## src/dmwbc_ram.sv

```systemverilog
// Generic single-write, single-read RAM with registered read data.
module dmwbc_ram #(
	parameter int WIDTH = 16,
	parameter int DEPTH = 32
) (
	input  logic                     clk,
	input  logic                     we,
	input  logic [$clog2(DEPTH)-1:0] waddr,
	input  logic [WIDTH-1:0]         wdata,
	input  logic [$clog2(DEPTH)-1:0] raddr,
	output logic [WIDTH-1:0]         rdata
);

	logic [WIDTH-1:0] mem_q [DEPTH];
	logic [WIDTH-1:0] rdata_q;

	always_ff @(posedge clk) begin
		if (we) begin
			mem_q[waddr] <= wdata;
		end
		rdata_q <= mem_q[raddr];
	end

	assign rdata = rdata_q;

endmodule

```

## config.mk

```make
export PLATFORM = sky130hd
export DESIGN_NAME = dmwbc_ram
export DESIGN_NICKNAME = d
export VERILOG_FILES = /design/src/dmwbc_ram.sv
export SDC_FILE = /design/constraint.sdc
export NUM_CORES = 1
export LEC_CHECK = 0
export BUFFER_PORTS_ARGS = -buffer_cell sky130_fd_sc_hd__buf_4
export CAP_MARGIN = 20
export CORE_AREA = 2 2 230 232
export DETAILED_ROUTE_END_ITERATION = 12
export DIE_AREA = 0 0 232 234
export GPL_ROUTABILITY_DRIVEN = 0
export MAX_ROUTING_LAYER = met4
export PLACE_DENSITY = 0.52
export RECOVER_POWER = 25
export SETUP_SLACK_MARGIN = 0.15
export SLEW_MARGIN = 5
export SYNTH_ARGS = -nofsm -noshare
export SYNTH_HDL_FRONTEND = slang
export SYNTH_SLANG_ARGS = --single-unit
```

## constraint.sdc

```tcl
create_clock -name clk -period 2.4 [get_ports clk]
set_input_delay 0.12 -clock clk [delete_from_list [all_inputs] [get_ports clk]]
set_output_delay 0.12 -clock clk [all_outputs]
set_load 0.02 [all_outputs]
```

==> flow_metrics.env <==
export IMPL_portBuffers=43
export IMPL_cts_tree="built"
export IMPL_setup_viol=0
export IMPL_post_drt_wl_per_cell_um=25.0
export IMPL_grt_met3_usage_pct=2.59
export IMPL_worst_pin_slew_ns=1.85
export IMPL_dieArea_um2=54300
export IMPL_power_density_nw_per_um2=818
export IMPL_grt_pass1_vias=10265
export IMPL_synth_top_area_share_pct=74.9
export IMPL_cts_resized_gates=0
export IMPL_path_class="in2reg"
export IMPL_cts_hold_buf=19
export IMPL_layout_commonest_cell="edfxtp_1"
export IMPL_p_total_mw=19.4
export IMPL_finalHoldViolCount=0
export IMPL_grt_use_total_pct=19.2
export IMPL_grt_overflow=0
export IMPL_htreeDepth=2
export IMPL_clock_latency_ns=0.60
export IMPL_io_pins=44
export IMPL_post_route_period_util_pct=79.6
export IMPL_synth_ff_type="edfxtp_1"
export IMPL_numCtsBuffers=55
export IMPL_syn_inst=1143
export IMPL_fmax_mhz=523
export IMPL_grt_util_met2_pct=30.4
export IMPL_initial_core_util_pct=39.5
export IMPL_drive_above_1_share_pct=13.9
export IMPL_synthDistinctLibCells=26
export IMPL_place_ws_ns=0.406
export IMPL_drtAntennaViolNets=0
export IMPL_irDropWorstVdd_uv=560
export IMPL_synth_area_leaders="edfxtp_1 75%, mux2i_1 12%, a22oi_1 2.3%, dfxtp_1 1.6%, a22o_1 1.4%"
export IMPL_vias=10592
export IMPL_finalCriticalPeriod_ns=1.91
export IMPL_layout_common_cells="512 x edfxtp_1, 256 x mux2i_1, 88 x buf_4"
export IMPL_core_um2=52000
export IMPL_drt_iter0_drc=925
export IMPL_dp_hpwl_mm=28.8
export IMPL_busiest_layer="met2"
export IMPL_synthSimpleGateAreaFrac_pct=3.49
export IMPL_yosysWarnings=0
export IMPL_hold_path_depth=3
export IMPL_violations="max-capacitance violations, max-slew violations"
export IMPL_synth_area_um2=20500
export IMPL_p_leak_nw=8.25
export IMPL_relSlewSlack_pct=-23.5
export IMPL_dieHeight_um=234
export IMPL_final_core_util_pct=45.5
export IMPL_grtUsageMet1_pct=26.2
export IMPL_drv_cap=13
export IMPL_post_cts_setup_buffer_count=0
export IMPL_die_w_um=232
export IMPL_synth_mux_area_share_pct=12.5
export IMPL_r2r_start="mem_q[1][3]$_DFFE_PP_"
export IMPL_drc=0
export IMPL_syn_area_per_cell_um2=18.0
export IMPL_slew_violations=429
export IMPL_routed_wl_mm=50.1
export IMPL_ys_seq_elements=528
export IMPL_status="finished with violations"
export IMPL_arrival_ns=2.37
export IMPL_hold_class="in2reg"
export IMPL_skew_ns=0.0196
export IMPL_antenna_found_initial=0
export IMPL_r2r_slack_ns=0.90
export IMPL_cts_clk_slew_worst_paths_ns=0.06
export IMPL_synthAdderAreaFrac_pct=0
export IMPL_critical_path_reg2reg_endpoint="rdata[3]$_DFF_P_"
export IMPL_grt_first_pass_wirelength_mm=72.2
export IMPL_worst_path_max_fanout=13
export IMPL_reg2regPathDepth=5
export IMPL_synth_xor_area_share_pct=0
export IMPL_fin_ws_ns=0.489
export IMPL_min_from="waddr[3]"
export IMPL_whs_ns=0.208
export IMPL_yosysSeqAreaShare_pct=76.4
export IMPL_clock_sinks=528
export IMPL_finalSetupTns_ns=0
export IMPL_num_rows=84
export IMPL_synth_top_family_by_area="multiplexers"
export IMPL_area_growth_pct=15.3
export IMPL_synth_compound_area_share_pct=4.97
export IMPL_grt_max_degree=65
export IMPL_yosysTopAreaCell="edfxtp_1"
export IMPL_vias_per_cell=5.29
export IMPL_async_flop_share_pct=0
export IMPL_critPathRequiredTime_ns=2.86
export IMPL_nFillCells=4502
export IMPL_synthesis_nets=1171
export IMPL_min_to="mem_q[13][0]$_DFFE_PP_"
export IMPL_first_pass_iters=5
export IMPL_endpoint_kind="flip-flop"
export IMPL_clockBufferDepth=3
export IMPL_synth_edf_count=512
export IMPL_rsz0062_at_grt="no"
export IMPL_layout_nets=1295
export IMPL_worstSetupStartpointType="input port"
export IMPL_clockRootBuffer="clkbuf_16"
## sequential cells by signal, summed over array words and instances, names as in the netlist
register and cells:
mem_q 512, rdata 16
## logic make-up after synthesis
| family | Yosys count |
|---|---|
| AND/OR/NAND/NOR | 148 |
| AO/OA/AOI/OAI | 144 |
| multiplexers | 256 |
| flip-flops | 528 |
| buffers and inverters | 67 |
## through the flow
stage                     area [um2]  instances
after floorplan                20500       1143
after global placement         21900       1879
after detailed placement       21900       1879
after CTS                      23700       2000
after global routing           23700       2000
final                          23700       2001
## critical path, stage by stage
cell           delay, ns
dlygate4sd3_1       0.55
buf_4               0.23
nand2b_1            0.63
buf_4               0.24
a21oi_1             0.04
a31oi_1             0.41
nand3_1             0.15
## per-layer routing
metal	vias to the layer above	share of wire (%)
met5	-	0
met4	0	2.0
met3	64	4.8
met2	257	48
met1	5457	46
li1	4814	-
## Yosys cell counts, types with 3 or more instances
cell type / number
edfxtp_1: 512
mux2i_1: 256
a22oi_1: 64
nand3_1: 34
nand2_1: 33
nor2_1: 33
a21oi_1: 32
a22o_1: 32
buf_2: 19
buf_4: 19
a31oi_1: 16
dfxtp_1: 16
nand4_1: 16
nor3_1: 16
clkbuf_1: 12
buf_6: 6
buf_8: 6
buf_12: 5
nand3b_1: 5
or3b_2: 3
## worst max-delay path by stage
stage | cells past startpoint | slack, ns | from | endpoint
after floorplan | 3 | 0.54 | waddr[1] | mem_q[12][0]$_DFFE_PP_
after detailed placement | 7 | 0.41 | raddr[2] | rdata[12]$_DFF_P_
after global placement | 7 | 0.43 | raddr[1] | rdata[15]$_DFF_P_
final | 7 | 0.49 | raddr[3] | rdata[15]$_DFF_P_
after global routing | 7 | 0.46 | raddr[3] | rdata[15]$_DFF_P_
after CTS | 7 | 0.58 | raddr[3] | rdata[15]$_DFF_P_
## cell type report
| cell class | count | area, um2 | area share [%] |
|---|---|---|---|
| sequential | 528 | 15700 | 66.3 |
| multi-input combinational | 548 | 4340 | 18.3 |
| clock buffer | 76 | 1490 | 6.27 |
| timing repair buffer | 134 | 1130 | 4.75 |
| tap | 688 | 861 | 3.63 |
| clock inverter | 26 | 180 | 0.761 |
| antenna | 1 | 2.50 | 0.0106 |
## report_power, final
group	leakage [nW]	switching (mW)	internal [mW]	total [mW]
logic	2.69	0.741	0.400	1.14
clock network	0.814	3.40	4.52	7.92
registers	4.75	0.0557	10.3	10.3
total	8.25	4.20	15.2	19.4
No activity file was read; power rests on OpenSTA's default activity.
